$ cat src/hdl/gww_pkg.sv
// shared types and constants of the greedy word wrap line writer
package gww_pkg;

  localparam int CHAR_BITS = 8;
  localparam int ROW_BITS  = 4;
  localparam int COL_BITS  = 6;
  localparam int IN_TDATA_BITS  = 8;
  localparam int OUT_TDATA_BITS = 24;

  localparam logic [CHAR_BITS-1:0] CHAR_END     = 8'd0;
  localparam logic [CHAR_BITS-1:0] CHAR_NEWLINE = 8'd10;
  localparam logic [CHAR_BITS-1:0] CHAR_SPACE   = 8'd32;
  localparam logic [CHAR_BITS-1:0] GLYPH_EOL    = 8'd0;

  // classified character as it sits in the queue
  typedef struct packed {
    logic [CHAR_BITS-1:0] ch;
    logic                 is_end;
    logic                 is_nl;
    logic                 is_space;
  } gww_item_t;

endpackage

$ cat src/hdl/gww_ram.sv
// generic single write port ram with registered read
module gww_ram #(
  parameter int WIDTH = 8,
  parameter int DEPTH = 50
) (
  input  logic                     clk,
  input  logic                     we,
  input  logic [$clog2(DEPTH)-1:0] waddr,
  input  logic [WIDTH-1:0]         wdata,
  input  logic [$clog2(DEPTH)-1:0] raddr,
  output logic [WIDTH-1:0]         rdata
);

  logic [WIDTH-1:0] mem [DEPTH];

  always_ff @(posedge clk) begin
    if (we) begin
      mem[waddr] <= wdata;
    end
    rdata <= mem[raddr];
  end

endmodule

$ cat src/hdl/gww_front.sv
// front end: accepts characters, classifies them and queues them
module gww_front
  import gww_pkg::*;
(
  input  logic                 clk,
  input  logic                 rst_n,
  input  logic                 in_valid,
  output logic                 in_ready,
  input  logic [CHAR_BITS-1:0] in_char,
  output logic                 q_valid,
  output gww_item_t            q_item,
  input  logic                 q_pop
);

  gww_item_t  entry_r [2];
  logic       wr_ptr_r, wr_ptr_nxt;
  logic       rd_ptr_r, rd_ptr_nxt;
  logic [1:0] count_r, count_nxt;
  logic       push;
  gww_item_t  item;

  assign in_ready = (count_r != 2'd2);
  assign push     = in_valid && in_ready;
  assign q_valid  = (count_r != 2'd0);
  assign q_item   = entry_r[rd_ptr_r];

  always_comb begin
    item.ch       = in_char;
    item.is_end   = (in_char == CHAR_END);
    item.is_nl    = (in_char == CHAR_NEWLINE);
    item.is_space = (in_char == CHAR_SPACE);
  end

  always_comb begin
    wr_ptr_nxt = push ? ~wr_ptr_r : wr_ptr_r;
    rd_ptr_nxt = q_pop ? ~rd_ptr_r : rd_ptr_r;
    count_nxt  = count_r;
    if (push && !q_pop) begin
      count_nxt = count_r + 2'd1;
    end else if (!push && q_pop) begin
      count_nxt = count_r - 2'd1;
    end
  end

  always_ff @(posedge clk) begin
    if (!rst_n) begin
      wr_ptr_r <= 1'b0;
      rd_ptr_r <= 1'b0;
      count_r  <= 2'd0;
    end else begin
      wr_ptr_r <= wr_ptr_nxt;
      rd_ptr_r <= rd_ptr_nxt;
      count_r  <= count_nxt;
      if (push) begin
        entry_r[wr_ptr_r] <= item;
      end
    end
  end

endmodule

$ cat src/hdl/gww_back.sv
// back end: row and column tracking, wrap replay and the output register
module gww_back
  import gww_pkg::*;
#(
  parameter int ROW_WIDTH = 50,
  parameter int ROW_COUNT = 14
) (
  input  logic                 clk,
  input  logic                 rst_n,
  input  logic                 q_valid,
  input  gww_item_t            q_item,
  output logic                 q_pop,
  output logic                 out_valid,
  input  logic                 out_ready,
  output logic [ROW_BITS-1:0]  out_row,
  output logic [COL_BITS-1:0]  out_column,
  output logic [CHAR_BITS-1:0] out_glyph,
  output logic                 out_last
);

  localparam int CW  = $clog2(ROW_WIDTH + 1);
  localparam int AW  = $clog2(ROW_WIDTH);
  localparam int RBW = $clog2(ROW_COUNT + 1);
  localparam logic [CW-1:0]  COL_MAX  = CW'(ROW_WIDTH);
  localparam logic [RBW-1:0] ROW_MAX  = RBW'(ROW_COUNT);
  localparam logic [AW-1:0]  LAST_IDX = AW'(ROW_WIDTH - 1);

  typedef enum logic [1:0] {S_IDLE, S_REPLAY, S_CHAR} state_t;

  state_t               state_r, state_nxt;
  logic [RBW-1:0]       row_r, row_nxt;
  logic [CW-1:0]        col_r, col_nxt;
  logic [AW-1:0]        sp_col_r, sp_col_nxt;
  logic                 sp_on_r, sp_on_nxt;
  gww_item_t            ch_r, ch_nxt;
  logic [AW-1:0]        src_r, src_nxt;
  logic [AW-1:0]        dst_r, dst_nxt;
  logic                 out_valid_r, out_valid_nxt;
  logic [ROW_BITS-1:0]  o_row_r, o_row_nxt;
  logic [COL_BITS-1:0]  o_col_r, o_col_nxt;
  logic [CHAR_BITS-1:0] o_glyph_r, o_glyph_nxt;
  logic                 o_last_r, o_last_nxt;

  logic                 out_free;
  logic                 char_go;
  gww_item_t            char_item;
  logic [RBW-1:0]       row_inc;
  logic                 ram_we;
  logic [AW-1:0]        ram_waddr;
  logic [CHAR_BITS-1:0] ram_wdata;
  logic [AW-1:0]        ram_raddr;
  logic [CHAR_BITS-1:0] ram_rdata;

  gww_ram #(
    .WIDTH(CHAR_BITS),
    .DEPTH(ROW_WIDTH)
  ) u_row_ram (
    .clk  (clk),
    .we   (ram_we),
    .waddr(ram_waddr),
    .wdata(ram_wdata),
    .raddr(ram_raddr),
    .rdata(ram_rdata)
  );

  assign out_free   = !out_valid_r || out_ready;
  assign row_inc    = row_r + RBW'(1);
  assign out_valid  = out_valid_r;
  assign out_row    = o_row_r;
  assign out_column = o_col_r;
  assign out_glyph  = o_glyph_r;
  assign out_last   = o_last_r;

  always_comb begin
    state_nxt     = state_r;
    row_nxt       = row_r;
    col_nxt       = col_r;
    sp_col_nxt    = sp_col_r;
    sp_on_nxt     = sp_on_r;
    ch_nxt        = ch_r;
    src_nxt       = src_r;
    dst_nxt       = dst_r;
    out_valid_nxt = out_ready ? 1'b0 : out_valid_r;
    o_row_nxt     = o_row_r;
    o_col_nxt     = o_col_r;
    o_glyph_nxt   = o_glyph_r;
    o_last_nxt    = o_last_r;
    q_pop         = 1'b0;
    char_go       = 1'b0;
    char_item     = ch_r;
    ram_we        = 1'b0;
    ram_waddr     = col_r[AW-1:0];
    ram_wdata     = ch_r.ch;
    ram_raddr     = src_r;

    case (state_r)
      S_IDLE: begin
        if (q_valid && out_free) begin
          q_pop = 1'b1;
          if (q_item.is_end) begin
            if (row_r < ROW_MAX) begin
              out_valid_nxt = 1'b1;
              o_row_nxt     = ROW_BITS'(row_r);
              o_col_nxt     = COL_BITS'(col_r);
              o_glyph_nxt   = GLYPH_EOL;
              o_last_nxt    = 1'b1;
            end
            row_nxt    = '0;
            col_nxt    = '0;
            sp_col_nxt = '0;
            sp_on_nxt  = 1'b0;
          end else if (row_r >= ROW_MAX) begin
            // past the final row: dropped
          end else if (col_r >= COL_MAX) begin
            // row full: terminate at last space or hard break
            out_valid_nxt = 1'b1;
            o_row_nxt     = ROW_BITS'(row_r);
            o_col_nxt     = sp_on_r ? COL_BITS'(sp_col_r) : COL_BITS'(col_r);
            o_glyph_nxt   = GLYPH_EOL;
            o_last_nxt    = (row_inc >= ROW_MAX);
            row_nxt       = row_inc;
            col_nxt       = '0;
            sp_on_nxt     = 1'b0;
            ch_nxt        = q_item;
            if (row_inc < ROW_MAX) begin
              if (sp_on_r && (sp_col_r != LAST_IDX)) begin
                ram_raddr = sp_col_r + AW'(1);
                src_nxt   = sp_col_r + AW'(1);
                dst_nxt   = '0;
                state_nxt = S_REPLAY;
              end else begin
                state_nxt = S_CHAR;
              end
            end
          end else begin
            char_go   = 1'b1;
            char_item = q_item;
          end
        end
      end
      S_REPLAY: begin
        if (out_free) begin
          out_valid_nxt = 1'b1;
          o_row_nxt     = ROW_BITS'(row_r);
          o_col_nxt     = COL_BITS'(dst_r);
          o_glyph_nxt   = ram_rdata;
          o_last_nxt    = 1'b0;
          ram_we        = 1'b1;
          ram_waddr     = dst_r;
          ram_wdata     = ram_rdata;
          dst_nxt       = dst_r + AW'(1);
          if (src_r == LAST_IDX) begin
            col_nxt   = CW'(dst_r) + CW'(1);
            ram_raddr = '0;
            state_nxt = S_CHAR;
          end else begin
            src_nxt   = src_r + AW'(1);
            ram_raddr = src_r + AW'(1);
          end
        end
      end
      S_CHAR: begin
        if (out_free) begin
          char_go   = 1'b1;
          state_nxt = S_IDLE;
        end
      end
      default: begin
        state_nxt = S_IDLE;
      end
    endcase

    // the arriving character on a row with room left
    if (char_go) begin
      out_valid_nxt = 1'b1;
      o_row_nxt     = ROW_BITS'(row_r);
      o_col_nxt     = COL_BITS'(col_r);
      o_last_nxt    = 1'b1;
      if (char_item.is_nl) begin
        o_glyph_nxt = GLYPH_EOL;
        row_nxt     = row_inc;
        col_nxt     = '0;
        sp_on_nxt   = 1'b0;
      end else begin
        o_glyph_nxt = char_item.ch;
        ram_we      = 1'b1;
        ram_waddr   = col_r[AW-1:0];
        ram_wdata   = char_item.ch;
        col_nxt     = col_r + CW'(1);
        if (char_item.is_space) begin
          sp_col_nxt = col_r[AW-1:0];
          sp_on_nxt  = 1'b1;
        end
      end
    end
  end

  always_ff @(posedge clk) begin
    if (!rst_n) begin
      state_r     <= S_IDLE;
      row_r       <= '0;
      col_r       <= '0;
      sp_col_r    <= '0;
      sp_on_r     <= 1'b0;
      out_valid_r <= 1'b0;
    end else begin
      state_r     <= state_nxt;
      row_r       <= row_nxt;
      col_r       <= col_nxt;
      sp_col_r    <= sp_col_nxt;
      sp_on_r     <= sp_on_nxt;
      out_valid_r <= out_valid_nxt;
      ch_r        <= ch_nxt;
      src_r       <= src_nxt;
      dst_r       <= dst_nxt;
      o_row_r     <= o_row_nxt;
      o_col_r     <= o_col_nxt;
      o_glyph_r   <= o_glyph_nxt;
      o_last_r    <= o_last_nxt;
    end
  end

endmodule

$ cat src/hdl/greedy_word_wrap_line_writer.sv
// top level of the greedy word wrap line writer
//
// usage:
//   in_*  : one message character per transfer in in_tdata; code 0 ends the
//           message and clears position and space tracking, 10 ends a row
//   out_* : one text buffer write per transfer (row, column, glyph); tlast
//           marks the final write caused by an input character
//   a plain character gives one write via the queue and the output register;
//   a sustained stream runs at one character per cycle barring wraps and stalls
//   a wrap at a space writes the terminator, then each carried-over
//   character (one read of the row ram each), then the arriving
//   character; the replay loop through the ram sets the peak cost
//   characters after the final row are dropped without any write
//   reset clears position, space tracking, queue and output register; the
//   row ram needs no clearing since replay only reads written entries
//   when the receiver stalls, the output register holds and the back end
//   waits; the two-entry queue keeps accepting until full, then in_tready
//   drops
module greedy_word_wrap_line_writer
  import gww_pkg::*;
#(
  parameter int ROW_WIDTH = 50,
  parameter int ROW_COUNT = 14
) (
  input  logic                      clk,
  input  logic                      rst_n,
  input  logic                      in_tvalid,
  output logic                      in_tready,
  input  logic [IN_TDATA_BITS-1:0]  in_tdata,   // [7:0] character
  output logic                      out_tvalid,
  input  logic                      out_tready,
  output logic [OUT_TDATA_BITS-1:0] out_tdata,  // [3:0] row, [9:4] column, [17:10] glyph
  output logic                      out_tlast
);

  logic                 q_valid;
  gww_item_t            q_item;
  logic                 q_pop;
  logic [ROW_BITS-1:0]  o_row;
  logic [COL_BITS-1:0]  o_col;
  logic [CHAR_BITS-1:0] o_glyph;

  // front: classify and queue characters
  gww_front u_front (
    .clk     (clk),
    .rst_n   (rst_n),
    .in_valid(in_tvalid),
    .in_ready(in_tready),
    .in_char (in_tdata[CHAR_BITS-1:0]),
    .q_valid (q_valid),
    .q_item  (q_item),
    .q_pop   (q_pop)
  );

  // back: wrap logic, replay and output register
  gww_back #(
    .ROW_WIDTH(ROW_WIDTH),
    .ROW_COUNT(ROW_COUNT)
  ) u_back (
    .clk       (clk),
    .rst_n     (rst_n),
    .q_valid   (q_valid),
    .q_item    (q_item),
    .q_pop     (q_pop),
    .out_valid (out_tvalid),
    .out_ready (out_tready),
    .out_row   (o_row),
    .out_column(o_col),
    .out_glyph (o_glyph),
    .out_last  (out_tlast)
  );

  // pack fields from the low bit up, zero fill to whole bytes
  assign out_tdata = {
    {(OUT_TDATA_BITS - ROW_BITS - COL_BITS - CHAR_BITS){1'b0}},
    o_glyph, o_col, o_row
  };

endmodule

$ cat config.mk
export PLATFORM = sky130hd
export DESIGN_NAME = greedy_word_wrap_line_writer
export DESIGN_NICKNAME = d
export VERILOG_FILES = /design/src/hdl/gww_pkg.sv /design/src/hdl/gww_ram.sv /design/src/hdl/gww_front.sv /design/src/hdl/gww_back.sv /design/src/hdl/greedy_word_wrap_line_writer.sv
export SDC_FILE = /design/constraint.sdc
export NUM_CORES = 1
export LEC_CHECK = 0
export BUFFER_PORTS_ARGS = -buffer_cell sky130_fd_sc_hd__buf_2
export CORE_AREA = 10 10 259 261
export CTS_CLUSTER_DIAMETER = 150
export DETAILED_ROUTE_END_ITERATION = 8
export DIE_AREA = 0 0 269 271
export SLEW_MARGIN = 20
export SYNTH_ARGS = -nofsm -noshare
export SYNTH_HDL_FRONTEND = slang
export SYNTH_SLANG_ARGS = --single-unit
$ cat constraint.sdc
create_clock -name clk -period 3.3 [get_ports clk]
set_input_delay 0.33 -clock clk [delete_from_list [all_inputs] [get_ports clk]]
set_output_delay 0.33 -clock clk [all_outputs]
set_load 0.03 [all_outputs]
* Word level (Yosys, flattened, before mapping) *
Memories as Yosys holds them, arrays and structs flattened. A register that Yosys moved wholly into a read port is not among the register bits.
Index checks and enable logic that the tools add are counted.
Widths: inputs -> output; s select.

storage, ports and cells
  register bits after elaboration = 65
  memory bits (writable) = 422
  input bits = 12
  output and inout port bits = 27
  logic and storage cells = 215
  memories kept = 2

memory list
  memory                depth  width  read ports  clocked after Yosys merged registers in  wr ports  line             source
  u_back.u_row_ram.mem  50     8      1           1                                        1         gww_ram.sv:14    logic [WIDTH-1:0] mem [DEPTH];
  u_front.entry_r       2      11     1           1                                        1         gww_front.sv:15  gww_item_t entry_r [2];

operators by class
  $add $sub $neg = 7
  magnitude comparators = 5
  equality and inequality tests = 23
  multiplexer cells = 135
  bitwise gates (word level) = 4
  reduce and logical (&&, ||, !) cells = 21

operators with widths
  cell                 count
  $mux 6               43
  $mux 8               12
  $pmux 6 s2           5
  $mux 4               14
  $mux 11              5
  $mux 1               39
  $add 6x1->6 const B  4
  $mux 2               11
  $pmux 8 s2           1
  $ne 2x1->1 const B   7
  $reduce_and 6->1     2
  $ne 3x1->1 const B   3
  $reduce_and 9->1     1
  $eq 8x4->1 const B   1
  $eq 8x6->1 const B   1
  $ge 4x4->1 const B   2
  $logic_not 8->1      1
  $lt 4x4->1 const B   2
  $ne 2x2->1 const B   4
  $ne 4x2->1 const B   2
  $pmux 4 s2           1
  $reduce_and 8->1     1
  $reduce_and 7->1     1
  $eq 6x6->1 const B   1
  18 further kinds     31

* Logic depth before layout (Yosys ltp) *
Gate-level depths: netlist of the first run.

  depth in word-level cells = 10
  depth in mapped cells = 16
  gate-level depth less buffers = 12

* Hierarchy *
Synthesis of the first run repeated with hierarchy kept, for this count alone.

second synthesis, totals
  cells, all modules = 1392
  area, all modules = 21033.9 µm²

by module, submodules not included
  module                        times used  cells an instance  area each (µm²)  seq. area each (µm²)
  gww_ram                       1           905                16140.5          12171.7
  gww_back                      1           412                3781.1           1631.6
  gww_front                     1           68                 1063.5           760.7
  greedy_word_wrap_line_writer  1           7                  48.8             0.0

* Worst setup path after synthesis of the first run *
OpenSTA, ideal clock, no wires.

  path type = register to register
  from = register u_back.col_r[0]
  to = memory u_back.u_row_ram.mem[0][0] (data pin)
  setup time = 0.330 ns
  arrival = 3.171 ns
  required time = 2.970 ns
  setup slack = -0.200 ns
  cell stages (with the launch flop) = 12
  buffers on the path = 1
  clock period less this slack = 3.500 ns
  cell sequence = dfxtp_1 > inv_1 > ha_1 > nor4_1 > or2_2 > nor3b_2 > a21oi_1 > nor2_1 > nand2_1 > clkbuf_1 > o21ai_1 > a221o_1

on the way
  cells in the longest elaborated chain, start to end = 8
  elaborated cells between the ends (all ways) = 13
  classes of those cells = order compare (1); mux (12)

ends and longest elaborated chain
  element                  line             source
  from (decl)              gww_back.sv:32   logic [CW-1:0] col_r, col_nxt;
  from (signal assigned)   gww_back.sv:209  col_r <= col_nxt;
  $ge 6x6->1 *             gww_back.sv:114  end else if (col_r >= COL_MAX) begin
  $mux 11                  gww_back.sv:114
  $mux 11                  gww_back.sv:112  end else if (row_r >= ROW_MAX) begin
  $mux 11                  gww_back.sv:100  if (q_item.is_end) begin
  $mux 11                  gww_back.sv:98   if (q_valid && out_free) begin
  $mux 11                  gww_back.sv:96   case (state_r)
  $mux 8                   gww_back.sv:179  if (char_item.is_nl) begin
  $mux 8 *                 gww_back.sv:174  if (char_go) begin
  via u_back.ram_wdata[0]  gww_back.sv:50   logic [CHAR_BITS-1:0] ram_wdata;
  to (decl)                gww_ram.sv:14

The timed path passes the listed nets; every way through them passes the cells marked *.

* Worst setup path in the final report of the first run *
  from = register u_back.row_r[0]
  to = register u_back.u_row_ram.rdata[1] (read register of u_back.u_row_ram.mem)

on the way
  cells in the longest elaborated chain, start to end = 8
  elaborated cells between the ends (all ways) = 9
  classes of those cells = add/sub (1); order compare (2); mux (6)

ends and longest elaborated chain
  element                 line             source
  from (decl)             gww_back.sv:31   logic [RBW-1:0] row_r, row_nxt;
  from (signal assigned)  gww_back.sv:208  row_r <= row_nxt;
  $add 4x1->4             gww_back.sv:67   assign row_inc = row_r + RBW'(1);
  $lt 4x4->1              gww_back.sv:125  if (row_inc < ROW_MAX) begin
  $mux 6                  --
  $mux 6                  gww_back.sv:114
  $mux 6 *                gww_back.sv:112
  $mux 6 *                gww_back.sv:100
  $mux 6 *                gww_back.sv:98
  $pmux 6 s2 *            gww_back.sv:96
  to (decl)               gww_ram.sv:11    output logic [WIDTH-1:0] rdata

Every way passes the cells marked *; elsewhere a longest branch is shown, timed or not.
A chain may end at the register's enable or synchronous reset.

==> results.yml, run 1 <==
outcome:
  status: "complete, but fails checks"
  violations: "setup timing"
sta:
  layout_worst_path_cycle_share_pct: 103
  setup_tns_ps: -507
  setup_viol: 13
  rsz0062_at_grt: "yes"
  relSlewSlack_pct: 34.7
  hold_violations: 0
  fin_crit_ps: 3410
  whs_ps: 251
  tightest_slew_ps: 976
  skew_ps: 33.8
  final.setup.worst_slack_ps: -105
  fmax_ghz: 0.294
  slew_violations: 0
power:
  p_int_mw: 11.9
  p_sw_mw: 4.35
  power_mw: 16.2
  pwr-share-seq_pct: 45.5
  switching_share_pct: 26.8
  p_leak_nw: 9.95
  ir_worst_vdd_v: 0.000359
  clkPwrFrac_pct: 36.6
  pwr_density_cell_mw_per_mm2: 588
  p_comb_share_pct: 17.9
flow_run:
  maxCapViolCount: 0
drt:
  wire_per_inst_um: 22.4
  viasPerCell: 5.36
  route.vias.total: 15600
  ant_nets: 0
  drc: 0
  routed_wl_um: 65300
  dr.pass1.iters: 5
  drtIter0Drc: 1658
die:
  initial_core_util_pct: 34.8
  core_area_mm2: 0.0616
  core.rowCount: 91
  ioPinCount: 39
  dieArea_mm2: 0.0729
  die_h_um: 271
  die_x_um: 269
placement:
  dpl.hpwl_um: 41500
  gp_congestion: 0.868
  port_buffers: 32
  numPlacedInstances: 2751
cts:
  cts_buffer_depth: 3
  cts_tree: "built"
  clock_sinks: 496
  htreeDepth: 2
  cts_inserted_buffers: 52
  clk_latency_ps: 630
  cts_root_buf: "clkbuf_16"
  clkSlewWorstSetupHoldPaths_ps: 70
cells_and_area:
  drive_gt1_share_pct: 26.0
  fin_cells: 2912
  synthToLayoutAreaGrowth_pct: 28.8
  n_fill_cell: 5483
  nets: 2057
  final_util_pct: 44.8
  n_antenna_cell: 0
synthesis:
  synthTopCellsByCount: "edfxtp_1 (463), nand2_1 (355), nand3_1 (135), nor2_1 (95), a21oi_1 (76)"
  synth_area_leaders: "edfxtp_1 (65%), nand2_1 (6.2%), nand3_1 (3.2%), dfxtp_1 (3.1%), mux2i_1 (3.1%)"
  synth_edf_count: 463
  synth_top_cell_area_share_pct: 64.9
  netlist_instances: 1729
  ys_seq_area_share_pct: 68.0
  async_reset_ff_share_pct: 0
  synth_top_area_cell: "edfxtp_1"
  synthFlopType: "edfxtp_1"
  yosysWarnings: 0
  synthesis.area_mm2: 0.0214
  synth_area_per_cell_um2: 12.4
  ys_ff_latch: 496
  synth_cell_types: 82
  yosysMostFrequentCell: "edfxtp_1"
min_path:
  holdCritPathClass: "in -> reg"
worst_setup_path:
  crit_path_end_kind: "flop"
  slowest_delay_ps: 550
  crit_family: "simple AND/OR/NAND/NOR gates"
  cp.arrival_ps: 3920
  crit_buf_inv: 4
  path_cells: "inv_4, ha_4, or4b_4, o211a_1, a31oi_1, buf_4, and2_4, buf_4, buf_12, mux2i_1, a22oi_1, a31oi_1, nand3_1, and4_1"
  critPathKind: "reg -> reg"
  crit_slowest_cell: "or4b_4"
  required_ps: 3820
  cp_max_fo: 9
  setup.worst_path.start_class: "flop"
global_routing:
  gr-total-overflow: 0
  antenna_found_initial: 0
  grt_start_max_net_pins: 51
  track_usage_pct: 16.7
  grt_pass1_vias: 15100
  grt_pass1_wl_um: 93200
repair_timing:
item | CTS | global route
pin swaps | 22 | 37
hold buffers | 8 | 0
endpoints found under the setup margin | 456 | 748
gates cloned | 3 | 14
gates resized for setup | 58 | 73
buffers inserted | 23 | 18
endpoints found under the hold margin | 16 | 0
per-layer routing:
metal	share of wire [%]	vias up	wire length, um	global-route usage, %
li1	-	7035	-	-
met1	40	7753	26300	21.9
met2	48	706	31400	27.4
met3	8.2	124	5330	2.90
met4	3.4	0	2210	5.57
met5	0	-	0	0
power groups by stage:
stage	logic, mW	clock network, mW	registers, mW
after floorplan	1.20	0	7.57
after global placement	2.41	0	7.50
after detailed placement	2.44	0	7.50
after CTS	2.56	6.04	7.38
after global routing	3.10	6.30	7.40
final	2.91	5.95	7.39
final cells by class:
type	instances	area (um2)	share of cell area (%)
well taps	837	1050	3.79
clock buffers	65	1390	5.04
clock inverters	30	343	1.24
multi-input cells	1108	6850	24.8
inverters	24	95.1	0.344
repair buffers	352	3310	12.0
flip-flops and latches	496	14600	52.8
stage by stage:
| stage | worst slack, ps | instance area (um2) |
|---|---|---|
| floorplan | -26.1 | 21500 |
| global placement | -575 | 24500 |
| detailed placement | -599 | 24500 |
| CTS | -71.5 | 26800 |
| global route | -221 | 27600 |
| finish | -105 | 27600 |
registers in the layout, indices dropped and copies added (netlist names), named ones only:
name                    cells
u_back.row_r                4
u_back.src_r                6
u_back.u_row_ram.rdata      8
u_front.rd_ptr_r            1
u_front.entry_r            22
u_back.out_valid            1
u_back.dst_r                6
u_back.out_column           6
u_back.out_row              4
u_front.wr_ptr_r            1
u_back.sp_col_r             6
u_back.out_glyph            8
u_back.sp_on_r              1
u_back.col_r                6
u_back.state_r              2
u_back.u_row_ram.mem      400
u_back.ch_r                10
u_front.count_r             2
u_back.out_last             1
cells by family (layout without fill, tap and decap cells):
family,Yosys count,after routing,share of synthesized area [%]
mux,71,71,3.36
xor+xnor,13,13,0.531
buf+inv,132,471,3.07
simple gates,728,729,15.6
fa+ha+maj,11,11,0.642
other cells,1,6,0.0175
flops,496,496,68.0
compound gates,277,278,8.79
worst register-to-register path, stage by stage, from the launching register on:
cell	delay, ps
dfxtp_4	390
inv_4	40
ha_4	200
or4b_4	550
o211a_1	190
a31oi_1	210
buf_4	170
and2_4	270
buf_4	170
buf_12	140
mux2i_1	210
a22oi_1	100
a31oi_1	260
nand3_1	190
and4_1	230
final timing paths:
| kind | endpoint | from | slack, ps | cells after the start |
|---|---|---|---|---|
| worst max-delay path | u_back.u_row_ram.rdata[1] | u_back.row_r[0] | -110 | 14 |
| worst min register to register | u_back.sp_on_r | u_back.sp_on_r | 560 | 2 |
| worst min-delay path | u_back.state_r[1] | rst_n | 250 | 2 |
| worst max register to register | u_back.u_row_ram.rdata[1] | u_back.row_r[0] | -110 | 14 |
cell usage in the layout, fill, tap and decap left out, types with 7 or more instances in the layout:
| cell | n |
|---|---|
| a211oi_1 | 8 |
| a21boi_0 | 13 |
| a21oi_1 | 71 |
| a221oi_1 | 8 |
| a221oi_2 | 9 |
| a22oi_1 | 12 |
| a31oi_1 | 25 |
| and2_1 | 11 |
| and3_1 | 10 |
| and4_1 | 13 |
| buf_12 | 37 |
| buf_2 | 32 |
| buf_4 | 249 |
| buf_6 | 14 |
| clkbuf_1 | 10 |
| clkbuf_16 | 62 |
| clkinv_1 | 16 |
| dfxtp_1 | 30 |
| dlygate4sd3_1 | 8 |
| edfxtp_1 | 463 |
| ha_1 | 7 |
| inv_1 | 20 |
| mux2i_1 | 58 |
| nand2_1 | 350 |
| nand2b_1 | 16 |
| nand3_1 | 126 |
| nand3_2 | 8 |
| nand4_1 | 20 |
| nor2_1 | 89 |
| nor3_1 | 16 |
| o21a_1 | 7 |
| o21ai_0 | 47 |
| xnor2_1 | 9 |
(Power assumes the default switching activity.)
==> inputs of run 2 (changes only) <==
- ABC_AREA: not set -> 1
- CORE_AREA: 10 10 259 261 -> 10 10 267 269
- DIE_AREA: 0 0 269 271 -> 0 0 277 279
- MAX_ROUTING_LAYER: not set -> met4
- PLACE_DENSITY: not set -> 0.55
==> results.yml, run 2 <==
global_routing:
  grt_pass1_wl_um: 98000
  antenna_found_initial: 0
  grt_start_max_net_pins: 74
  gr-total-overflow: 0
  grt_pass1_vias: 16200
  track_usage_pct: 16.5
cts:
  clock_sinks: 496
  htreeDepth: 2
  clk_latency_ps: 620
  cts_root_buf: "clkbuf_16"
  clkSlewWorstSetupHoldPaths_ps: 60
  cts_buffer_depth: 3
  cts_inserted_buffers: 55
  cts_tree: "built"
synthesis:
  synth_cell_types: 49
  synth_area_leaders: "edfxtp_1 (61%), nand3_1 (9.0%), nand2_1 (8.6%), inv_1 (4.2%), dfxtp_1 (2.9%)"
  yosysWarnings: 0
  synthesis.area_mm2: 0.0228
  netlist_instances: 2217
  synthTopCellsByCount: "nand2_1 (521), edfxtp_1 (463), nand3_1 (409), inv_1 (252), nor2_1 (101)"
  synth_area_per_cell_um2: 10.3
  synthFlopType: "edfxtp_1"
  async_reset_ff_share_pct: 0
  synth_top_cell_area_share_pct: 61.1
  ys_ff_latch: 496
  synth_top_area_cell: "edfxtp_1"
  yosysMostFrequentCell: "nand2_1"
  synth_edf_count: 463
  ys_seq_area_share_pct: 64.0
power:
  p_sw_mw: 5.24
  switching_share_pct: 29.8
  ir_worst_vdd_v: 0.000380
  power_mw: 17.6
  pwr-share-seq_pct: 44.0
  pwr_density_cell_mw_per_mm2: 655
  clkPwrFrac_pct: 35.9
  p_comb_share_pct: 20.0
  p_leak_nw: 10.7
  p_int_mw: 12.4
placement:
  place_area_mm2: 0.0248
  gp_congestion: 0.902
  dpl.hpwl_um: 40100
  port_buffers: 32
worst_setup_path:
  worstReg2RegEnd: "u_back.u_row_ram.rdata[3]"
  setup.worst_path.start_class: "flop"
  cp.arrival_ps: 3670
  required_ps: 3820
  slowest_delay_ps: 460
  path_common_cell: "nand3_1"
  path_cells: "inv_1, ha_1, nand4_1, nand2_2, inv_1, a21oi_1, nand2_8, nand2_8, buf_16, nand2_1, nand3_1, nand3_1, nand3_1, nand3_1, nand3_1, nand2_1"
  r2r_start: "u_back.src_r[1]"
  r2r_setup_slack_ps: 150
  cp_max_fo: 32
  crit_family: "simple AND/OR/NAND/NOR gates"
  crit_buf_inv: 3
  critPathKind: "reg -> reg"
  crit_path_end_kind: "flop"
  reg2reg_depth: 16
  crit_slowest_cell: "edfxtp_1"
sta:
  tightest_slew_ps: 955
  relSlewSlack_pct: 36.0
  whs_ps: 62.1
  fmax_ghz: 0.318
  rsz0062_at_grt: "no"
  layout_worst_path_cycle_share_pct: 95.4
  setup_tns_ps: 0
  slew_violations: 0
  skew_ps: 28.3
  setup_viol: 0
  fin_crit_ps: 3150
  hold_violations: 0
drt:
  viasPerCell: 5.09
  ant_nets: 0
  drtIter0Drc: 1445
  drc: 0
  routed_wl_um: 64500
  dr.pass1.iters: 5
  wire_per_inst_um: 19.9
  route.vias.total: 16500
die:
  core_area_mm2: 0.0656
  core.rowCount: 94
  initial_core_util_pct: 34.7
  dieArea_mm2: 0.0773
  ioPinCount: 39
  die_h_um: 279
  die_x_um: 277
min_path:
  min_path_cells: 4
  holdCritPathClass: "in -> reg"
  hp-start: "in_tvalid"
  min_to: "u_front.wr_ptr_r"
flow_run:
  maxCapViolCount: 0
outcome:
  status: "completed"
cells_and_area:
  largest_reg_flops: 400
  stdcell_area_mm2: 0.0269
  n_antenna_cell: 0
  top_regs: "u_back.u_row_ram.mem: 400 flops, u_front.entry_r: 22 flops, u_back.ch_r: 10 flops"
  final_common_cell: "nand2_1"
  synthToLayoutAreaGrowth_pct: 18.1
  drive_gt1_share_pct: 13.2
  layout_common_cells: "nand2_1 (520), edfxtp_1 (463), nand3_1 (407)"
  nets: 2354
  largest-register: "u_back.u_row_ram.mem"
  n_fill_cell: 6348
-- run 2: cell types whose count changed in the layout (fill, tap and decap cells not counted), sizes merged, moves of 23 or more --
cell    change
inv       +240
nand2     +175
o21ai      +23
nand3b     +73
nand3     +276
a31oi      -25
buf       -170
mux2i      -65
a21oi      -39
-- run 2: metrics by stage --
stage	instances	util (%)	worst slack, ps
finish	3241	41.0	153
global route	3241	41.0	1.90
CTS	3236	40.7	26.1
detailed placement	3125	37.7	23.6
global placement	3125	37.7	7.78
floorplan	2222	-	-446
-- run 2: tightest hold or removal path, delay by kind of cell --
kind                   cells  cell delay (ps)
buffers and inverters      1               70
AOI/OAI and AO/OA          1               60
and+or+nand+nor            2              160
-- run 2: final cells by class --
cell class                      count  area (um2)  area share (%)
Clock inverter                     31         319            1.19
Tap cell                          864        1080            4.02
Timing Repair Buffer              174        1590            5.92
Multi-Input combinational cell   1340        6770            25.2
Sequential cell                   496       14600            54.2
Clock buffer                       72        1560            5.82
Inverter                          264         991            3.69
-- run 2: timing repair --
item,in CTS,in global routing
hold endpoints to repair,16,0
hold buffers,8,0
gates resized for setup,0,14
setup endpoints to repair,0,209
buffers inserted,0,2
-- run 2: power by group through the flow --
stage	combinational (mW)	sequential (mW)	clock (mW)
2_1_floorplan	1.86	8.03	0
3_3_place_gp	3.44	7.87	0
4_1_cts	3.48	7.75	6.45
3_5_place_dp	3.46	7.87	0
5_1_grt	3.85	7.78	6.73
6_report	3.53	7.75	6.33
-- run 2: worst max-delay path by stage --
stage | start | endpoint | slack (ps) | cells past startpoint
4_1_cts | u_back.state_r[1] | u_back.u_row_ram.mem[34][6] | 30 | 10
5_1_grt | u_back.row_r[0] | u_back.u_row_ram.rdata[3] | 2 | 21
3_5_place_dp | u_back.state_r[1] | u_back.u_row_ram.mem[34][3] | 20 | 10
3_3_place_gp | u_back.state_r[1] | u_back.u_row_ram.mem[34][5] | 8 | 10
6_report | u_back.src_r[1] | u_back.u_row_ram.rdata[3] | 150 | 16
2_1_floorplan | u_back.out_valid | u_back.u_row_ram.mem[0][0] | -450 | 15
-- run 2: cells by family (layout without fill, tap and decap cells) --
family          after synthesis  in the layout  synth area share [%]
simple gates               1149           1150                  23.1
fa+ha+maj                    11             11                 0.604
buf+inv                     387            541                  7.37
mux                          10             10                 0.489
other cells                   1              6                0.0165
xor+xnor                     11             11                 0.423
flops                       496            496                  64.0
compound gates              152            152                  3.99
-- run 2: per-layer routing --
| layer | vias up | wire length [um] | GRT usage, % |
|---|---|---|---|
| li1 | 7771 | - | - |
| met1 | 8069 | 28300 | 21.4 |
| met2 | 530 | 30500 | 26.5 |
| met3 | 114 | 3910 | 2.59 |
| met4 | 0 | 1750 | 4.45 |
| met5 | - | 0 | - |
